<file path="src/hw/rtl/mci_fifo.sv">
// ----------------------------------------------------------------------------
// mci_fifo
// Short first-in first-out queue between the load front end and the
// compute engine.
// ----------------------------------------------------------------------------
module mci_fifo #(
  parameter int WIDTH = 36,
  parameter int DEPTH = 4
) (
  input  logic             clk,
  input  logic             rst_n,
  input  logic             push,
  input  logic [WIDTH-1:0] push_data,
  output logic             full,
  input  logic             pop,
  output logic [WIDTH-1:0] pop_data,
  output logic             valid
);

  localparam int PW = (DEPTH > 1) ? $clog2(DEPTH) : 1;
  localparam int CW = $clog2(DEPTH + 1);

  logic [WIDTH-1:0] mem_r [DEPTH];
  logic [PW-1:0]    wr_ptr_r, wr_ptr_nxt;
  logic [PW-1:0]    rd_ptr_r, rd_ptr_nxt;
  logic [CW-1:0]    count_r, count_nxt;
  logic             do_push, do_pop;

  assign full     = (count_r == CW'(DEPTH));
  assign valid    = (count_r != '0);
  assign do_push  = push && !full;
  assign do_pop   = pop && valid;
  assign pop_data = mem_r[rd_ptr_r];

  always_comb begin
    wr_ptr_nxt = wr_ptr_r;
    rd_ptr_nxt = rd_ptr_r;
    count_nxt  = count_r;
    if (do_push) begin
      wr_ptr_nxt = (wr_ptr_r == PW'(DEPTH - 1)) ? '0 : wr_ptr_r + 1'b1;
    end
    if (do_pop) begin
      rd_ptr_nxt = (rd_ptr_r == PW'(DEPTH - 1)) ? '0 : rd_ptr_r + 1'b1;
    end
    if (do_push && !do_pop) begin
      count_nxt = count_r + 1'b1;
    end else if (do_pop && !do_push) begin
      count_nxt = count_r - 1'b1;
    end
  end

  always_ff @(posedge clk) begin
    if (!rst_n) begin
      wr_ptr_r <= '0;
      rd_ptr_r <= '0;
      count_r  <= '0;
    end else begin
      wr_ptr_r <= wr_ptr_nxt;
      rd_ptr_r <= rd_ptr_nxt;
      count_r  <= count_nxt;
    end
  end

  always_ff @(posedge clk) begin
    if (do_push) begin
      mem_r[wr_ptr_r] <= push_data;
    end
  end

endmodule

</file>
<file path="config.mk">
export PLATFORM = sky130hd
export DESIGN_NAME = mci_fifo
export DESIGN_NICKNAME = d
export VERILOG_FILES = /design/src/hw/rtl/mci_fifo.sv
export SDC_FILE = /design/constraint.sdc
export NUM_CORES = 1
export LEC_CHECK = 0
export BUFFER_PORTS_ARGS = -buffer_cell sky130_fd_sc_hd__buf_2
export CORE_ASPECT_RATIO = 1.25
export CORE_MARGIN = 1.5
export CORE_UTILIZATION = 57
export DETAILED_ROUTE_END_ITERATION = 12
export HOLD_SLACK_MARGIN = 0.05
export PLACE_DENSITY_LB_ADDON = 0.05
export SYNTH_ARGS = -nofsm -noshare
export SYNTH_HDL_FRONTEND = slang
export SYNTH_SLANG_ARGS = --single-unit
export TNS_END_PERCENT = 1
</file>
<file path="constraint.sdc">
create_clock -name clk -period 2.3 [get_ports clk]
set_input_delay 0.115 -clock clk [delete_from_list [all_inputs] [get_ports clk]]
set_output_delay 0.115 -clock clk [all_outputs]
set_load 0.02 [all_outputs]
</file>
==> reports/metrics.cfg <==
[synth]
yosysSeqAreaShare_pct=78.6
ys.warnings.count=0
async_flop_share_pct=0
ys_types=25
synth_ff_type=edfxtp_1
synth_largest_area_cell=edfxtp_1
synth_top_area_share_pct=75.5
synth_edf_count=144
avgSynthCellArea_sq_um=24.0
ys_top_cells_by_area=edfxtp_1, mux4_2, dfxtp_1
netlist_instances=239
synthMostInstantiatedCell=edfxtp_1
synth_commonest_cells=edfxtp_1, mux4_2, dfxtp_1
synth_nets=286
netlist_area_sq_um=5730
ys_seq_elements=153

[timing]
max-slew-margin-rel_pct=73.3
hold_viol_final=0
setup_viol=0
period_minus_slack_ps=2090
whs_ps=68.0
fmax_mhz=478
finalCritPeriodShare_pct=90.9
fin_skew_ps=8.68
tightest_slew_ps=400
slew_violations=0

[grt]
grt_usage_pct=19.8
antenna_found_initial=0
grt_pass1_vias=2967
met3_usage_pct=6.02
busiest_layer=met2
grt_pass1_wl_mm=14.9
overflow=0
grt_max_degree=26
use_met2_pct=33.7
gr-usage-met1_pct=23.8

[worst_setup_path]
cp_cell_sequence=nor3b_2 -> nor2b_1 -> ha_1 -> inv_1 -> fa_1 -> xor2_1 -> or3_1 -> a21boi_0
slowest_stage=dfxtp_1
worstSetupPathType=reg -> reg
crit_path_end_kind=register
path_delay_family=adder cells
critPathArrivalTime_ps=2420
crit_path_start_kind=register
path_max_fanout=5
path_buf_inv=1
max_stage_delay_ps=440
critPathRequiredTime_ps=2630

[floorplanning]
pin_count=78
design.die.area_sq_um=10700
core_sq_um=9710
die_h_um=115
start_util_pct=59.0
rows=40
die_x_um=92.7

[final_layout]
syn2layout_area_growth_pct=26.7
num_antenna_cells=0
fin_nets=422
drive_above_1_share_pct=41.1

[clock_tree]
numCtsBuffers=17
clock-root-buffer=clkbuf_16
clock_latency_ps=410
htreeDepth=4
cts_tree=done
cts_num_sinks=153
cts_buffer_depth=2
clk_pin_slew_ps=60
cts_setup_buffers=0

[drt]
ant_nets=0
post_drt_wl_per_cell_um=18.6
drc_errors=0
vias=2800
vias_per_cell=5.46
drt-total-wl_mm=9.55
drtIter0Drc=145
drtPass1Iterations=6

[power_and_ir_drop]
power_mw=8.07
power.density_nw_per_um2=1110
leakagePower_nw=2.54
ir_worst_vdd_mv=0.628

[job]
max-cap-violations=0

[outcome]
outcome=finished, final reports clean

[place]
gp_congestion=0.700
hpwl_mm=5.75
port_buffers=77

[worst_hold_path]
hp-class=in -> reg

==> report_power, final <==
| group | switching (mW) | internal (mW) |
|---|---|---|
| combinational | 1.03 | 0.899 |
| sequential | 0.158 | 3.40 |
| clock | 1.02 | 1.58 |
| total | 2.20 | 5.87 |
==> routing by layer <==
layer | part of all wire [%] | wire length, um | vias to the layer above
li1 | - | - | 1274
met5 | 0 | 0 | -
met4 | 1.6 | 153 | 0
met2 | 52 | 4940 | 82
met3 | 5.2 | 494 | 11
met1 | 42 | 3970 | 1433
==> worst paths after layout <==
check	cells past startpoint	slack (ps)	end	start
max reg2reg	8	210	count_r[2]$_SDFFE_PN0P_	count_r[1]$_SDFFE_PN0P_
max	8	210	count_r[2]$_SDFFE_PN0P_	count_r[1]$_SDFFE_PN0P_
min	3	70	wr_ptr_r[1]$_SDFFE_PN0P_	rst_n
min reg2reg	2	510	wr_ptr_r[1]$_SDFFE_PN0P_	wr_ptr_r[1]$_SDFFE_PN0P_
==> tightest hold or removal path, stage by stage <==
cell and delay, ps:
buf_2 170, nand2_1 90, mux2i_1 50
==> state kept, by name, summed over array words and instances (netlist names), named ones only <==
| register | cells |
|---|---|
| count_r | 3 |
| rd_ptr_r | 2 |
| mem_r | 144 |
| wr_ptr_r | 2 |
==> layout make-up <==
cell class	instances	area [sq um]
clock buffer	18	429
clock inverter	13	131
fill	605	2450
inverter	3	11.3
multi-input combinational	73	1120
sequential	153	4510
tap	126	158
timing repair buffer	127	901
==> cell usage in the layout, fill, tap and decap left out, types with 3 or more instances in the layout <==
master,n
buf_4,10
inv_1,3
mux2i_1,3
dfxtp_2,3
edfxtp_1,144
clkinvlp_4,7
buf_12,4
ha_1,6
clkbuf_16,17
and2_2,4
dfxtp_1,6
dlygate4sd3_1,36
buf_2,77
mux4_1,6
nand2_1,6
clkinv_2,3
mux4_2,30
o21ai_0,3
==> what timing repair did <==
| action | CTS | global route |
|---|---|---|
| resized for setup | 0 | 2 |
| hold endpoints to repair | 144 | 0 |
| hold buffers | 36 | 0 |
| endpoints found under the setup margin | 0 | 1 |
==> cell families (layout without fill, tap and decap cells) <==
kind of cell	after synthesis	after routing	share of synthesized area [%]
AOI/OAI and AO/OA	5	5	0.524
xor gates and xnor gates	2	2	0.306
adders and majority gates	7	7	1.66
buffers and inverters	13	161	1.94
DFF	153	153	78.6
muxes	39	39	15.1
and+or+nand+nor	20	20	1.90
==> metrics by stage <==
| step | std cells | worst slack, ps | setup TNS (ps) | util, % | instance area, sq um |
|---|---|---|---|---|---|
| finish | 513 | 210 | 0 | 74.8 | 7260 |
| global route | 513 | -11.6 | -11.6 | 74.8 | 7260 |
| CTS | 513 | 118 | 0 | 74.7 | 7260 |
| detailed placement | 446 | 124 | 0 | 65.3 | 6340 |
| global placement | 446 | 289 | 0 | 65.3 | 6340 |
| floorplan | 239 | 191 | 0 | - | 5730 |
Note: power is estimated with default switching activity, not from simulation.
