$ cat config.mk
export PLATFORM = sky130hd
export DESIGN_NAME = mci_front
export DESIGN_NICKNAME = d
export VERILOG_FILES = /design/src/hw/rtl/mci_pkg.sv /design/src/hw/rtl/mci_front.sv
export SDC_FILE = /design/constraint.sdc
export NUM_CORES = 1
export LEC_CHECK = 0
export ABC_AREA = 1
export BUFFER_PORTS_ARGS = -buffer_cell sky130_fd_sc_hd__buf_2
export CORE_MARGIN = 10
export CORE_UTILIZATION = 39
export CTS_BUF_LIST = sky130_fd_sc_hd__clkbuf_8
export DETAILED_ROUTE_END_ITERATION = 6
export PLACE_DENSITY = 0.8
export SETUP_SLACK_MARGIN = 0.15
export SLEW_MARGIN = 10
export SYNTH_ARGS = -nofsm -noshare
export SYNTH_HDL_FRONTEND = slang
export SYNTH_SLANG_ARGS = --single-unit
$ cat constraint.sdc
create_clock -name clk -period 0.9 [get_ports clk]
set_input_delay 0.09 -clock clk [delete_from_list [all_inputs] [get_ports clk]]
set_output_delay 0.09 -clock clk [all_outputs]
set_load 0.005 [all_outputs]
$ cat src/hw/rtl/mci_pkg.sv
// ----------------------------------------------------------------------------
// mci_pkg
// Shared codes, sequencer types and cofactor index tables for the 4x4
// matrix cofactor inverse unit.
// ----------------------------------------------------------------------------
package mci_pkg;

  localparam logic       REG_RESULT_MODE = 1'b0;
  localparam logic       REG_SING_THRESH = 1'b1;

  localparam logic [1:0] MODE_INVERSE    = 2'd0;
  localparam logic [1:0] MODE_ADJUGATE   = 2'd1;

  localparam logic [3:0] LAST_IDX        = 4'd15;

  typedef enum logic [3:0] {
    ST_LOAD,
    ST_OPA,
    ST_OPB,
    ST_MUL,
    ST_NEXT,
    ST_SING,
    ST_DIV,
    ST_QUO,
    ST_EMIT
  } bk_state_t;

  typedef enum logic [1:0] {
    PH_MINOR,
    PH_DET,
    PH_ADJ
  } phase_t;

  localparam logic [3:0] MINOR_IDX [6][4] = '{
    '{4'd0, 4'd5, 4'd1, 4'd4},
    '{4'd0, 4'd6, 4'd2, 4'd4},
    '{4'd0, 4'd7, 4'd3, 4'd4},
    '{4'd1, 4'd6, 4'd2, 4'd5},
    '{4'd1, 4'd7, 4'd3, 4'd5},
    '{4'd2, 4'd7, 4'd3, 4'd6}
  };

  localparam logic [3:0] ADJ_ENT [16][3] = '{
    '{4'd5,  4'd6,  4'd7 }, '{4'd1,  4'd2,  4'd3 },
    '{4'd13, 4'd14, 4'd15}, '{4'd9,  4'd10, 4'd11},
    '{4'd4,  4'd6,  4'd7 }, '{4'd0,  4'd2,  4'd3 },
    '{4'd12, 4'd14, 4'd15}, '{4'd8,  4'd10, 4'd11},
    '{4'd4,  4'd5,  4'd7 }, '{4'd0,  4'd1,  4'd3 },
    '{4'd12, 4'd13, 4'd15}, '{4'd8,  4'd9,  4'd11},
    '{4'd4,  4'd5,  4'd6 }, '{4'd0,  4'd1,  4'd2 },
    '{4'd12, 4'd13, 4'd14}, '{4'd8,  4'd9,  4'd10}
  };

  localparam logic [3:0] ADJ_MIN [16][3] = '{
    '{4'd11, 4'd10, 4'd9}, '{4'd11, 4'd10, 4'd9},
    '{4'd5,  4'd4,  4'd3}, '{4'd5,  4'd4,  4'd3},
    '{4'd11, 4'd8,  4'd7}, '{4'd11, 4'd8,  4'd7},
    '{4'd5,  4'd2,  4'd1}, '{4'd5,  4'd2,  4'd1},
    '{4'd10, 4'd8,  4'd6}, '{4'd10, 4'd8,  4'd6},
    '{4'd4,  4'd2,  4'd0}, '{4'd4,  4'd2,  4'd0},
    '{4'd9,  4'd7,  4'd6}, '{4'd9,  4'd7,  4'd6},
    '{4'd3,  4'd1,  4'd0}, '{4'd3,  4'd1,  4'd0}
  };

endpackage

$ cat src/hw/rtl/mci_front.sv
// ----------------------------------------------------------------------------
// mci_front
// Entry intake: tags each matrix entry with its row-major position and
// holds the configuration registers.
// ----------------------------------------------------------------------------
module mci_front #(
  parameter int ENTRY_WIDTH = 32
) (
  input  logic                   clk,
  input  logic                   rst_n,
  input  logic                   in_valid,
  output logic                   in_ready,
  input  logic [ENTRY_WIDTH-1:0] in_entry,
  input  logic                   cfg_we,
  input  logic                   cfg_addr,
  input  logic [ENTRY_WIDTH-2:0] cfg_wdata,
  output logic                   push,
  output logic [ENTRY_WIDTH+3:0] push_word,
  input  logic                   q_full,
  output logic [1:0]             mode,
  output logic [ENTRY_WIDTH-2:0] thresh
);

  import mci_pkg::*;

  logic [3:0]             load_count_r, load_count_nxt;
  logic [1:0]             mode_r;
  logic [ENTRY_WIDTH-2:0] thresh_r;

  assign in_ready  = !q_full;
  assign push      = in_valid && !q_full;
  assign push_word = {load_count_r, in_entry};
  assign mode      = mode_r;
  assign thresh    = thresh_r;

  always_comb begin
    load_count_nxt = load_count_r;
    if (push) begin
      load_count_nxt = load_count_r + 4'd1;
    end
  end

  always_ff @(posedge clk) begin
    if (!rst_n) begin
      load_count_r <= '0;
      mode_r       <= MODE_INVERSE;
      thresh_r     <= '0;
    end else begin
      load_count_r <= load_count_nxt;
      if (cfg_we) begin
        unique case (cfg_addr)
          REG_RESULT_MODE: mode_r   <= cfg_wdata[1:0];
          REG_SING_THRESH: thresh_r <= cfg_wdata;
        endcase
      end
    end
  end

endmodule

==> flow_metrics.tcl <==
set metrics [dict create \
    worstPathRequired_ps 810 \
    reg2reg_from "load_count_r[2]" \
    num_antenna_cells 0 \
    ys_warn_count 0 \
    final_common_cell "nor2_1" \
    power_density_mw_per_mm2 1840 \
    io_buffers 75 \
    p_int_uw 3190 \
    synth_seq_cells 37 \
    area_growth_pct 40.0 \
    finalSetupTns_ps -11.2 \
    cp-end-kind "primary output" \
    finalSetupViolations 1 \
    mostFrequentLayoutCells "nor2_1, buf_2, dfxtp_2" \
    grt_pass1_wl_um 6600 \
    start_util_pct 40.2 \
    switchingPower_uw 910 \
    finalCritPeriodShare_pct 101 \
    status "finished, violations left" \
    pin_count 140 \
    worstMarginPinSlew_ps 340 \
    ys_types 17 \
    rows 23 \
    fmax_mhz 1100 \
    syn_inst 205 \
    drive_gt1_share_pct 56.2 \
    grt_max_degree 32 \
    clock-root-buffer "clkbuf_8" \
    placed_area_mm2 0.00175 \
    max-vdd-ir-drop_mv 0.985 \
    avgSynthCellArea_um2 7.79 \
    synth.net_count 275 \
    crit_fanout 2 \
    p_seq_share_pct 44.8 \
    relSlewSlack_pct 77.3 \
    grt_pass1_vias 1375 \
    postRouteAntennaNets 0 \
    maxCapViolCount 0 \
    critical_path_class "reg -> out" \
    die_h_um 84.0 \
    p_leak_uw 0.00104 \
    rsz0062_at_grt "true" \
    yosysSeqAreaShare_pct 46.4 \
    die_w_um 84.0 \
    cts.sink_count 37 \
    grt_usage_pct 11.3 \
    dieArea_mm2 0.00705 \
    hp-class "in -> reg" \
    route.detailed.drc 0 \
    finClkSkew_ps 0.459 \
    final_area_mm2 0.00223 \
    drt_wl_total_um 4250 \
    wl_per_cell_um 13.8 \
    cts_tree "yes" \
    holdBufCountCts 0 \
    dpl.hpwl_um 2890 \
    core_mm2 0.00397 \
    finalHoldViolations 0 \
    vias_per_cell 4.54 \
    clkLatencyLatePin_ps 280 \
    startpoint "load_count_r[2]" \
    p_comb_share_pct 14.2 \
    switching_share_pct 22.2 \
    via_count 1399 \
    grt-ovfl-total 0 \
    fin_crit_ps 911 \
    htreeDepth 2 \
    violations "negative setup slack" \
    layout.nets 327 \
    gp_congestion 0.679 \
    drt_iter0_markers 61 \
    clock_path_buffers 2 \
    hp-start "cfg_wdata[29]" \
    syn_area_mm2 0.00160 \
    power_frac_clock_pct 41.1 \
    detailedRoute.firstPassIterationCount 4 \
    numCtsBuffers 5 \
    clk_pin_slew_ps 70 \
    antenna_found_initial 0 \
    worstPathArrival_ps 820 \
    fin_ws_ps -11.2 \
    start_kind "flip-flop" \
    final-max-slew-violation-count 0 \
]
==> power by group through the flow <==
stage               registers (uW)  clock network, uW  logic (uW)
floorplan                     1840                  0         336
global placement              1830                  0         440
detailed placement            1830                  0         451
CTS                           1820               1740         516
global route                  1850               1840         651
finish                        1840               1680         582
==> sequential cells by signal, indices dropped and copies added (netlist names) <==
name,flops
thresh,31
load_count_r,4
mode,2
==> critical path: stages (launching register included) <==
cell,delay [ps]
dfxtp_2,330
buf_6,110
buf_6,100
==> per-stage QoR <==
stage	instances	utilization (%)	hold WS, ps	worst slack, ps	total power, uW
detailed placement	292	44.2	180	-61.7	2280
floorplan	205	-	208	98.7	2180
finish	308	56.3	42.0	-11.2	4100
CTS	306	52.7	32.7	-25.3	4080
global route	308	56.3	42.9	-50.6	4340
global placement	292	44.2	180	-6.06	2270
==> kinds of logic (layout without fill, tap and decap cells) <==
family	Yosys count	in the layout	synth area share [%]
flops	37	37	46.4
fa+ha+maj	1	1	0.784
buf+inv	49	102	21.2
simple gates	82	82	20.4
compound gates	36	36	11.3
==> timing repair <==
action / in CTS / in global routing
setup endpoints to repair: 40 / 42
gates resized for setup: 59 / 22
pin swaps: 4 / 3
cloned: 0 / 0
setup buffers: 6 / 2
==> final timing paths <==
check             cells after the start  slack, ps              end
hold reg to reg                       2        480       thresh[28]
setup reg to reg                      5         50  load_count_r[2]
hold / removal                        3         40       thresh[29]
setup / recovery                      2        -10    push_word[34]
==> layer usage <==
layer,part of all wire [%],track usage [%],vias up
met5,0,0,-
met4,0.63,4.11,0
met3,7.8,6.15,8
met2,54,19.5,47
met1,37,11.2,630
li1,-,-,714
==> cell usage after synthesis (all sizes together) <==
cell     n  area share [%]
nand3    2            0.63
inv      7             1.6
o21ai   34              11
nor2    73              18
a21oi    2            0.63
buf     38              18
ha       1            0.78
nand2    7             1.8
dfxtp   37              46
clkbuf   4             1.3
==> final cells by class <==
type | instances | area, um2
clock buffer | 5 | 68.8
tap | 50 | 62.6
fill | 353 | 1740
multi-input combinational | 119 | 561
inverter | 7 | 28.8
timing repair buffer | 87 | 657
sequential | 37 | 792
clock inverter | 3 | 65.1
Power figures use the tool's default switching activity.
