[config.mk]
export PLATFORM = sky130hd
export DESIGN_NAME = mci_back
export DESIGN_NICKNAME = d
export VERILOG_FILES = /design/src/hw/rtl/mci_pkg.sv /design/src/hw/rtl/mci_back.sv
export SDC_FILE = /design/constraint.sdc
export NUM_CORES = 2
export LEC_CHECK = 0
export BUFFER_PORTS_ARGS = -buffer_cell sky130_fd_sc_hd__buf_4
export CAP_MARGIN = 20
export CORE_MARGIN = 2
export CORE_UTILIZATION = 65
export DETAILED_ROUTE_END_ITERATION = 6
export PLACE_DENSITY_LB_ADDON = 0.25
export SKIP_CTS_REPAIR_TIMING = 1
export SLEW_MARGIN = 20
export SYNTH_ARGS = -nofsm -noshare
export SYNTH_HDL_FRONTEND = slang
export SYNTH_SLANG_ARGS = --single-unit
export TNS_END_PERCENT = 30
[constraint.sdc]
create_clock -name clk -period 22.9 [get_ports clk]
set_input_delay 2.29 -clock clk [delete_from_list [all_inputs] [get_ports clk]]
set_output_delay 2.29 -clock clk [all_outputs]
set_load 0.02 [all_outputs]
[src/hw/rtl/mci_pkg.sv]
// ----------------------------------------------------------------------------
// mci_pkg
// Shared codes, sequencer types and cofactor index tables for the 4x4
// matrix cofactor inverse unit.
// ----------------------------------------------------------------------------
package mci_pkg;

  localparam logic       REG_RESULT_MODE = 1'b0;
  localparam logic       REG_SING_THRESH = 1'b1;

  localparam logic [1:0] MODE_INVERSE    = 2'd0;
  localparam logic [1:0] MODE_ADJUGATE   = 2'd1;

  localparam logic [3:0] LAST_IDX        = 4'd15;

  typedef enum logic [3:0] {
    ST_LOAD,
    ST_OPA,
    ST_OPB,
    ST_MUL,
    ST_NEXT,
    ST_SING,
    ST_DIV,
    ST_QUO,
    ST_EMIT
  } bk_state_t;

  typedef enum logic [1:0] {
    PH_MINOR,
    PH_DET,
    PH_ADJ
  } phase_t;

  localparam logic [3:0] MINOR_IDX [6][4] = '{
    '{4'd0, 4'd5, 4'd1, 4'd4},
    '{4'd0, 4'd6, 4'd2, 4'd4},
    '{4'd0, 4'd7, 4'd3, 4'd4},
    '{4'd1, 4'd6, 4'd2, 4'd5},
    '{4'd1, 4'd7, 4'd3, 4'd5},
    '{4'd2, 4'd7, 4'd3, 4'd6}
  };

  localparam logic [3:0] ADJ_ENT [16][3] = '{
    '{4'd5,  4'd6,  4'd7 }, '{4'd1,  4'd2,  4'd3 },
    '{4'd13, 4'd14, 4'd15}, '{4'd9,  4'd10, 4'd11},
    '{4'd4,  4'd6,  4'd7 }, '{4'd0,  4'd2,  4'd3 },
    '{4'd12, 4'd14, 4'd15}, '{4'd8,  4'd10, 4'd11},
    '{4'd4,  4'd5,  4'd7 }, '{4'd0,  4'd1,  4'd3 },
    '{4'd12, 4'd13, 4'd15}, '{4'd8,  4'd9,  4'd11},
    '{4'd4,  4'd5,  4'd6 }, '{4'd0,  4'd1,  4'd2 },
    '{4'd12, 4'd13, 4'd14}, '{4'd8,  4'd9,  4'd10}
  };

  localparam logic [3:0] ADJ_MIN [16][3] = '{
    '{4'd11, 4'd10, 4'd9}, '{4'd11, 4'd10, 4'd9},
    '{4'd5,  4'd4,  4'd3}, '{4'd5,  4'd4,  4'd3},
    '{4'd11, 4'd8,  4'd7}, '{4'd11, 4'd8,  4'd7},
    '{4'd5,  4'd2,  4'd1}, '{4'd5,  4'd2,  4'd1},
    '{4'd10, 4'd8,  4'd6}, '{4'd10, 4'd8,  4'd6},
    '{4'd4,  4'd2,  4'd0}, '{4'd4,  4'd2,  4'd0},
    '{4'd9,  4'd7,  4'd6}, '{4'd9,  4'd7,  4'd6},
    '{4'd3,  4'd1,  4'd0}, '{4'd3,  4'd1,  4'd0}
  };

endpackage

[src/hw/rtl/mci_back.sv]
// ----------------------------------------------------------------------------
// mci_back
// Compute engine: bit-serial multiply-accumulate over minors, determinant
// and adjugate, restoring divider for the inverse, saturating output stage.
// ----------------------------------------------------------------------------
module mci_back #(
  parameter int ENTRY_WIDTH = 32,
  parameter int FRAC_BITS   = 16
) (
  input  logic                   clk,
  input  logic                   rst_n,
  input  logic                   q_valid,
  input  logic [ENTRY_WIDTH+3:0] q_data,
  output logic                   q_pop,
  input  logic [1:0]             mode,
  input  logic [ENTRY_WIDTH-2:0] thresh,
  output logic                   out_valid,
  input  logic                   out_ready,
  output logic [ENTRY_WIDTH-1:0] out_data,
  output logic                   out_sing,
  output logic                   out_last
);

  import mci_pkg::*;

  localparam int E    = ENTRY_WIDTH;
  localparam int F    = FRAC_BITS;
  localparam int MW   = 2 * E + 1;
  localparam int DW   = 2 * MW + 3;
  localparam int AW   = E + MW + 2;
  localparam int NW   = AW + 2 * F;
  localparam int TW   = E - 1 + 3 * F;
  localparam int LW   = (DW > TW) ? DW : TW;
  localparam int SATW = (DW > NW + 1) ? DW : NW + 1;
  localparam int CNTW = $clog2(NW);

  function automatic logic [E-1:0] sat_e(input logic signed [SATW-1:0] v);
    logic signed [SATW-1:0] smax;
    logic signed [SATW-1:0] smin;
    smax = {{(SATW-E+1){1'b0}}, {(E-1){1'b1}}};
    smin = ~smax;
    if (v > smax) begin
      sat_e = smax[E-1:0];
    end else if (v < smin) begin
      sat_e = smin[E-1:0];
    end else begin
      sat_e = v[E-1:0];
    end
  endfunction

  logic [E-1:0]           e_r  [16];
  logic [MW-1:0]          mn_r [12];

  bk_state_t              state_r, state_nxt;
  phase_t                 ph_r, ph_nxt;
  logic [3:0]             k_r, k_nxt;
  logic [2:0]             t_r, t_nxt;
  logic [CNTW-1:0]        cnt_r, cnt_nxt;
  logic signed [DW-1:0]   acc_r, acc_nxt;
  logic [DW-1:0]          a_sh_r, a_sh_nxt;
  logic [MW-1:0]          b_sh_r, b_sh_nxt;
  logic                   neg_r, neg_nxt;
  logic signed [DW-1:0]   det_r, det_nxt;
  logic [DW-1:0]          mag_r, mag_nxt;
  logic                   sing_r, sing_nxt;
  logic [NW-1:0]          num_r, num_nxt;
  logic [DW-1:0]          rem_r, rem_nxt;
  logic [NW-1:0]          q_r, q_nxt;
  logic                   qneg_r, qneg_nxt;
  logic [E-1:0]           res_r, res_nxt;
  logic                   last_r, last_nxt;
  logic                   out_valid_r, out_valid_nxt;
  logic [E-1:0]           out_data_r;
  logic                   out_sing_r, out_last_r;

  logic [3:0]             e_addr, mn_addr;
  logic [E-1:0]           e_rd;
  logic [MW-1:0]          mn_rd;
  logic [2:0]             k6;
  logic                   opb, use_mn, term_neg, last_term, adj_pos, sub;
  logic [DW-1:0]          op_val;
  logic                   e_we, mn_we, out_load, out_free;
  logic [DW-1:0]          mag_c, abs_acc;
  logic [DW:0]            rem_sh;
  logic                   ge;
  logic signed [NW:0]     qs;

  assign q_pop     = (state_r == ST_LOAD) && q_valid;
  assign e_we      = q_pop;
  assign out_free  = !out_valid_r || out_ready;
  assign out_valid = out_valid_r;
  assign out_data  = out_data_r;
  assign out_sing  = out_sing_r;
  assign out_last  = out_last_r;

  assign k6      = (k_r >= 4'd6) ? 3'(k_r - 4'd6) : k_r[2:0];
  assign opb     = (state_r == ST_OPB);
  assign adj_pos = !(k_r[2] ^ k_r[0]);
  assign e_rd    = e_r[e_addr];
  assign mn_rd   = mn_r[mn_addr];

  always_comb begin
    e_addr    = '0;
    mn_addr   = '0;
    use_mn    = 1'b0;
    term_neg  = 1'b0;
    last_term = 1'b0;
    unique case (ph_r)
      PH_MINOR: begin
        e_addr    = MINOR_IDX[k6][{t_r[0], opb}] + ((k_r >= 4'd6) ? 4'd8 : 4'd0);
        term_neg  = (t_r == 3'd1);
        last_term = (t_r == 3'd1);
      end
      PH_DET: begin
        mn_addr   = opb ? (4'd11 - {1'b0, t_r}) : {1'b0, t_r};
        use_mn    = 1'b1;
        term_neg  = (t_r == 3'd1) || (t_r == 3'd4);
        last_term = (t_r == 3'd5);
      end
      PH_ADJ: begin
        e_addr    = ADJ_ENT[k_r][t_r[1:0]];
        mn_addr   = ADJ_MIN[k_r][t_r[1:0]];
        use_mn    = opb;
        term_neg  = (adj_pos != (t_r != 3'd1));
        last_term = (t_r == 3'd2);
      end
      default: begin
        e_addr = '0;
      end
    endcase
  end

  assign op_val  = use_mn ? {{(DW-MW){mn_rd[MW-1]}}, mn_rd} : {{(DW-E){e_rd[E-1]}}, e_rd};
  assign sub     = (cnt_r == CNTW'(MW - 1)) ^ neg_r;
  assign mag_c   = det_r[DW-1] ? DW'(-det_r) : DW'(det_r);
  assign abs_acc = acc_r[DW-1] ? DW'(-acc_r) : DW'(acc_r);
  assign rem_sh  = {rem_r, num_r[NW-1]};
  assign ge      = (rem_sh >= {1'b0, mag_r});
  assign qs      = qneg_r ? -$signed({1'b0, q_r}) : $signed({1'b0, q_r});

  always_comb begin
    state_nxt = state_r;
    ph_nxt    = ph_r;
    k_nxt     = k_r;
    t_nxt     = t_r;
    cnt_nxt   = cnt_r;
    acc_nxt   = acc_r;
    a_sh_nxt  = a_sh_r;
    b_sh_nxt  = b_sh_r;
    neg_nxt   = neg_r;
    det_nxt   = det_r;
    mag_nxt   = mag_r;
    sing_nxt  = sing_r;
    num_nxt   = num_r;
    rem_nxt   = rem_r;
    q_nxt     = q_r;
    qneg_nxt  = qneg_r;
    res_nxt   = res_r;
    last_nxt  = last_r;
    mn_we     = 1'b0;
    out_load  = 1'b0;
    unique case (state_r)
      ST_LOAD: begin
        if (q_valid && (q_data[E+3:E] == LAST_IDX)) begin
          ph_nxt    = PH_MINOR;
          k_nxt     = '0;
          t_nxt     = '0;
          acc_nxt   = '0;
          state_nxt = ST_OPA;
        end
      end
      ST_OPA: begin
        a_sh_nxt  = op_val;
        state_nxt = ST_OPB;
      end
      ST_OPB: begin
        b_sh_nxt  = op_val[MW-1:0];
        neg_nxt   = term_neg;
        cnt_nxt   = '0;
        state_nxt = ST_MUL;
      end
      ST_MUL: begin
        if (b_sh_r[0]) begin
          acc_nxt = sub ? acc_r - $signed(a_sh_r) : acc_r + $signed(a_sh_r);
        end
        a_sh_nxt = a_sh_r << 1;
        b_sh_nxt = b_sh_r >> 1;
        cnt_nxt  = cnt_r + 1'b1;
        if (cnt_r == CNTW'(MW - 1)) begin
          state_nxt = ST_NEXT;
        end
      end
      ST_NEXT: begin
        if (!last_term) begin
          t_nxt     = t_r + 3'd1;
          state_nxt = ST_OPA;
        end else begin
          t_nxt   = '0;
          acc_nxt = '0;
          unique case (ph_r)
            PH_MINOR: begin
              mn_we     = 1'b1;
              state_nxt = ST_OPA;
              if (k_r == 4'd11) begin
                ph_nxt = PH_DET;
                k_nxt  = '0;
              end else begin
                k_nxt = k_r + 4'd1;
              end
            end
            PH_DET: begin
              det_nxt   = acc_r;
              state_nxt = ST_SING;
            end
            PH_ADJ: begin
              last_nxt = (k_r == LAST_IDX);
              qneg_nxt = acc_r[DW-1] ^ det_r[DW-1];
              num_nxt  = {abs_acc[AW-1:0], {(2*F){1'b0}}};
              rem_nxt  = '0;
              q_nxt    = '0;
              cnt_nxt  = '0;
              if (mode == MODE_ADJUGATE) begin
                res_nxt   = sat_e(SATW'(acc_r >>> (2 * F)));
                state_nxt = ST_EMIT;
              end else if (sing_r) begin
                res_nxt   = '0;
                state_nxt = ST_EMIT;
              end else begin
                state_nxt = ST_DIV;
              end
            end
            default: begin
              state_nxt = ST_LOAD;
            end
          endcase
        end
      end
      ST_SING: begin
        mag_nxt  = mag_c;
        sing_nxt = (LW'(mag_c) <= LW'({thresh, {(3*F){1'b0}}}));
        if (mode[1]) begin
          res_nxt   = sat_e(SATW'(det_r >>> (3 * F)));
          last_nxt  = 1'b1;
          state_nxt = ST_EMIT;
        end else begin
          ph_nxt    = PH_ADJ;
          k_nxt     = '0;
          t_nxt     = '0;
          acc_nxt   = '0;
          state_nxt = ST_OPA;
        end
      end
      ST_DIV: begin
        rem_nxt = ge ? DW'(rem_sh - {1'b0, mag_r}) : rem_sh[DW-1:0];
        q_nxt   = {q_r[NW-2:0], ge};
        num_nxt = num_r << 1;
        cnt_nxt = cnt_r + 1'b1;
        if (cnt_r == CNTW'(NW - 1)) begin
          state_nxt = ST_QUO;
        end
      end
      ST_QUO: begin
        res_nxt   = sat_e(SATW'(qs));
        state_nxt = ST_EMIT;
      end
      ST_EMIT: begin
        if (out_free) begin
          out_load = 1'b1;
          if ((ph_r == PH_ADJ) && !mode[1] && (k_r != LAST_IDX)) begin
            k_nxt     = k_r + 4'd1;
            t_nxt     = '0;
            acc_nxt   = '0;
            state_nxt = ST_OPA;
          end else begin
            state_nxt = ST_LOAD;
          end
        end
      end
      default: begin
        state_nxt = ST_LOAD;
      end
    endcase
  end

  always_comb begin
    out_valid_nxt = out_valid_r;
    if (out_load) begin
      out_valid_nxt = 1'b1;
    end else if (out_ready) begin
      out_valid_nxt = 1'b0;
    end
  end

  always_ff @(posedge clk) begin
    if (!rst_n) begin
      state_r     <= ST_LOAD;
      ph_r        <= PH_MINOR;
      k_r         <= '0;
      t_r         <= '0;
      cnt_r       <= '0;
      out_valid_r <= 1'b0;
    end else begin
      state_r     <= state_nxt;
      ph_r        <= ph_nxt;
      k_r         <= k_nxt;
      t_r         <= t_nxt;
      cnt_r       <= cnt_nxt;
      out_valid_r <= out_valid_nxt;
    end
  end

  always_ff @(posedge clk) begin
    acc_r  <= acc_nxt;
    a_sh_r <= a_sh_nxt;
    b_sh_r <= b_sh_nxt;
    neg_r  <= neg_nxt;
    det_r  <= det_nxt;
    mag_r  <= mag_nxt;
    sing_r <= sing_nxt;
    num_r  <= num_nxt;
    rem_r  <= rem_nxt;
    q_r    <= q_nxt;
    qneg_r <= qneg_nxt;
    res_r  <= res_nxt;
    last_r <= last_nxt;
    if (e_we) begin
      e_r[q_data[E+3:E]] <= q_data[E-1:0];
    end
    if (mn_we) begin
      mn_r[k_r] <= acc_r[MW-1:0];
    end
    if (out_load) begin
      out_data_r <= res_r;
      out_sing_r <= sing_r;
      out_last_r <= last_r;
    end
  end

endmodule

==> results.cfg <==
[global_route]
grt-ovfl-total = 0
busiest_layer = met2
grt_pass1_vias = 85400
grt_usage_pct = 37.4
grt_pass1_wl_mm = 538
grt_max_degree = 131
use_met1_pct = 52.6
antenna_found_initial = 10
use_met2_pct = 56.7
use_met3_pct = 8.13

[pwr]
pwr-share-comb_pct = 2.3
p_clk_share_pct = 43.8
swShare_pct = 21.2
p_seq_share_pct = 53.9
peakVddDrop_mv = 0.0745
p_leak_nw = 44.4
p_switching_w = 0.00186
power.density_mw_per_mm2 = 66.1
p_int_w = 0.00689

[die]
boundaryPins = 109
placementRows = 158
core_mm2 = 0.185
initial_core_util_pct = 65.5
die_area_mm2 = 0.190
die_h_um = 436
die_w_um = 436

[cts]
cts.sinks = 2344
cts_buffer_depth = 3
cts_tree = yes
clock-root-buffer = clkbuf_16
clk_transition_reported_paths_ns = 0.07
cts_buffers = 229
clock_latency_ns = 0.92
cts_max_level = 4

[yosys]
yosys.area.top_type = edfxtp_1
syn_inst = 10400
async_flop_share_pct = 0
synth_most_common_cell = edfxtp_1
synthesis.area_mm2 = 0.121
syn_area_per_cell_um2 = 11.7
synth_edf_count = 2322
yosys_warnings = 0
synth_top_area_share_pct = 57.4
synth.area.top_cells = edfxtp_1 (57%), mux4_2 (3.6%), nand2_1 (3.3%), ha_1 (3.3%), a21oi_1 (3.0%)
synth_cell_types = 91
synthTopCellsByCount = edfxtp_1 (2322), nand2_1 (1068), nor2_1 (864)
synth_top_flop_cell = edfxtp_1
ys_ff_latch = 2344
syn_nets = 10800
ys_seq_area_share_pct = 57.8

[timing]
setup_tns_ns = 0
relSlewSlack_pct = 15.1
worstMarginPinSlew_ns = 1.26
fin_crit_sh_pct = 39.9
setup_viol = 0
final.min_clock_period_ns = 9.13
slew_violations = 0
clock-skew-final_ns = 0.0688
rsz0062_at_grt = false
layout_setup_ws_ns = 13.77
hold_viol_final = 0
fmax_mhz = 110

[final_layout]
multiInputGateArea_mm2 = 0.0483
regArea_mm2 = 0.0702
fin_util_pct = 71.4
nets = 10700
drive_gt1_share_pct = 9.32
syn2layout_area_growth_pct = 9.04
fillCellCount = 12600

[critical_path]
cp_top_family = simple AND/OR/NAND/NOR gates
critical_path_arrival_ns = 9.72
cp-end-kind = register
cpMaxStageDelayCell = a2111oi_1
required_ns = 23.50
crit_fanout = 8
cpMostUsedCell = nor2_1
crit_buf_inv = 0
critPathLaunchType = register
max_stage_delay_ns = 0.79
critical_path_class = register to register

[place]
hpwl_mm = 242
portBuffers = 108
routabilityCongestion = 1.03
place_ws_ns = 14.08

[routing]
wl_per_cell_um = 27.9
viasPerCell = 6.92
wl_mm = 363
drcViolationCount = 42
drtIter0Drc = 12400
first_pass_iters = 7
detail-route-antenna-nets = 0
vias = 89900

[run_status]
status = finished, violations left
violations = DRC

[min_path]
hp-class = register to register

[run]
maxCapViolCount = 0
metal layers:
metal	part of all wire [%]	vias up
li1	-	39100
met1	38	43800
met2	45	5928
met3	12	1048
met4	4.9	6
met5	0.014	-
flip-flops by register name, indices dropped and copies added, names as in the netlist, 32 cells and up:
signal	cells
rem_r	133
b_sh_r	65
e_r	512
acc_r	133
res_r	32
mag_r	133
q_r	131
num_r	99
a_sh_r	133
det_r	133
out_data	32
mn_r	780
through the flow:
step / area (um^2) / instances / power [W] / hold WS (ns)
global placement: 125000 / 12600 / 0.00500 / 0.402
detailed placement: 125000 / 12600 / 0.00501 / 0.405
finish: 132000 / 13000 / 0.00875 / 0.419
CTS: 132000 / 13000 / 0.00876 / 0.420
floorplan: 121000 / 10400 / 0.00492 / 0.400
global route: 132000 / 13000 / 0.00893 / 0.422
path summary, 6_finish.rpt:
kind / to / startpoint / cells past startpoint / slack [ns]
worst max-delay path: acc_r[119] / a_sh_r[9] / 25 / 13.77
worst min-delay path: out_data[30] / res_r[30] / 0 / 0.42
worst max register to register: acc_r[119] / a_sh_r[9] / 25 / 13.77
worst min register to register: out_data[30] / res_r[30] / 0 / 0.42
power groups by stage:
stage	logic, W	clock network, W	registers [W]
after floorplan	0.000113	0	0.00481
after global placement	0.000193	0	0.00481
after detailed placement	0.000197	0	0.00481
after CTS	0.000199	0.00385	0.00472
after global routing	0.000220	0.00399	0.00472
final	0.000205	0.00383	0.00472
kinds of logic (layout without fill, tap and decap cells):
| family | Yosys count | count (layout) | share of synthesized area (%) |
|---|---|---|---|
| multiplexers | 279 | 279 | 4.31 |
| flip-flops | 2344 | 2344 | 57.8 |
| other | 0 | 4 | 0 |
| AO/OA/AOI/OAI | 2496 | 2496 | 13.3 |
| buffers and inverters | 880 | 986 | 2.76 |
| XOR/XNOR | 728 | 728 | 5.25 |
| adder cells (fa/ha/maj) | 322 | 322 | 3.33 |
| AND/OR/NAND/NOR | 3358 | 3358 | 13.2 |
final cells by class:
| type | count | share of cell area, % |
|---|---|---|
| Tap cell | 2480 | 2.34 |
| Clock inverter | 153 | 1.24 |
| Timing Repair Buffer | 276 | 1.59 |
| Multi-Input combinational cell | 7183 | 36.5 |
| Antenna cell | 4 | 0.00756 |
| Clock buffer | 271 | 4.50 |
| Inverter | 286 | 0.815 |
| Sequential cell | 2344 | 53.0 |
placed cells by master (no fill, tap or decap), drive strengths merged, types with 195 or more instances in the layout:
| cell type | n |
|---|---|
| a211oi | 218 |
| a21oi | 738 |
| and2 | 280 |
| buf | 276 |
| clkbuf | 271 |
| edfxtp | 2322 |
| ha | 320 |
| inv | 292 |
| mux4 | 195 |
| nand2 | 1068 |
| nor2 | 864 |
| nor3 | 201 |
| o21ai | 482 |
| xnor2 | 394 |
| xor2 | 334 |
No activity file was read; power rests on OpenSTA's default activity.
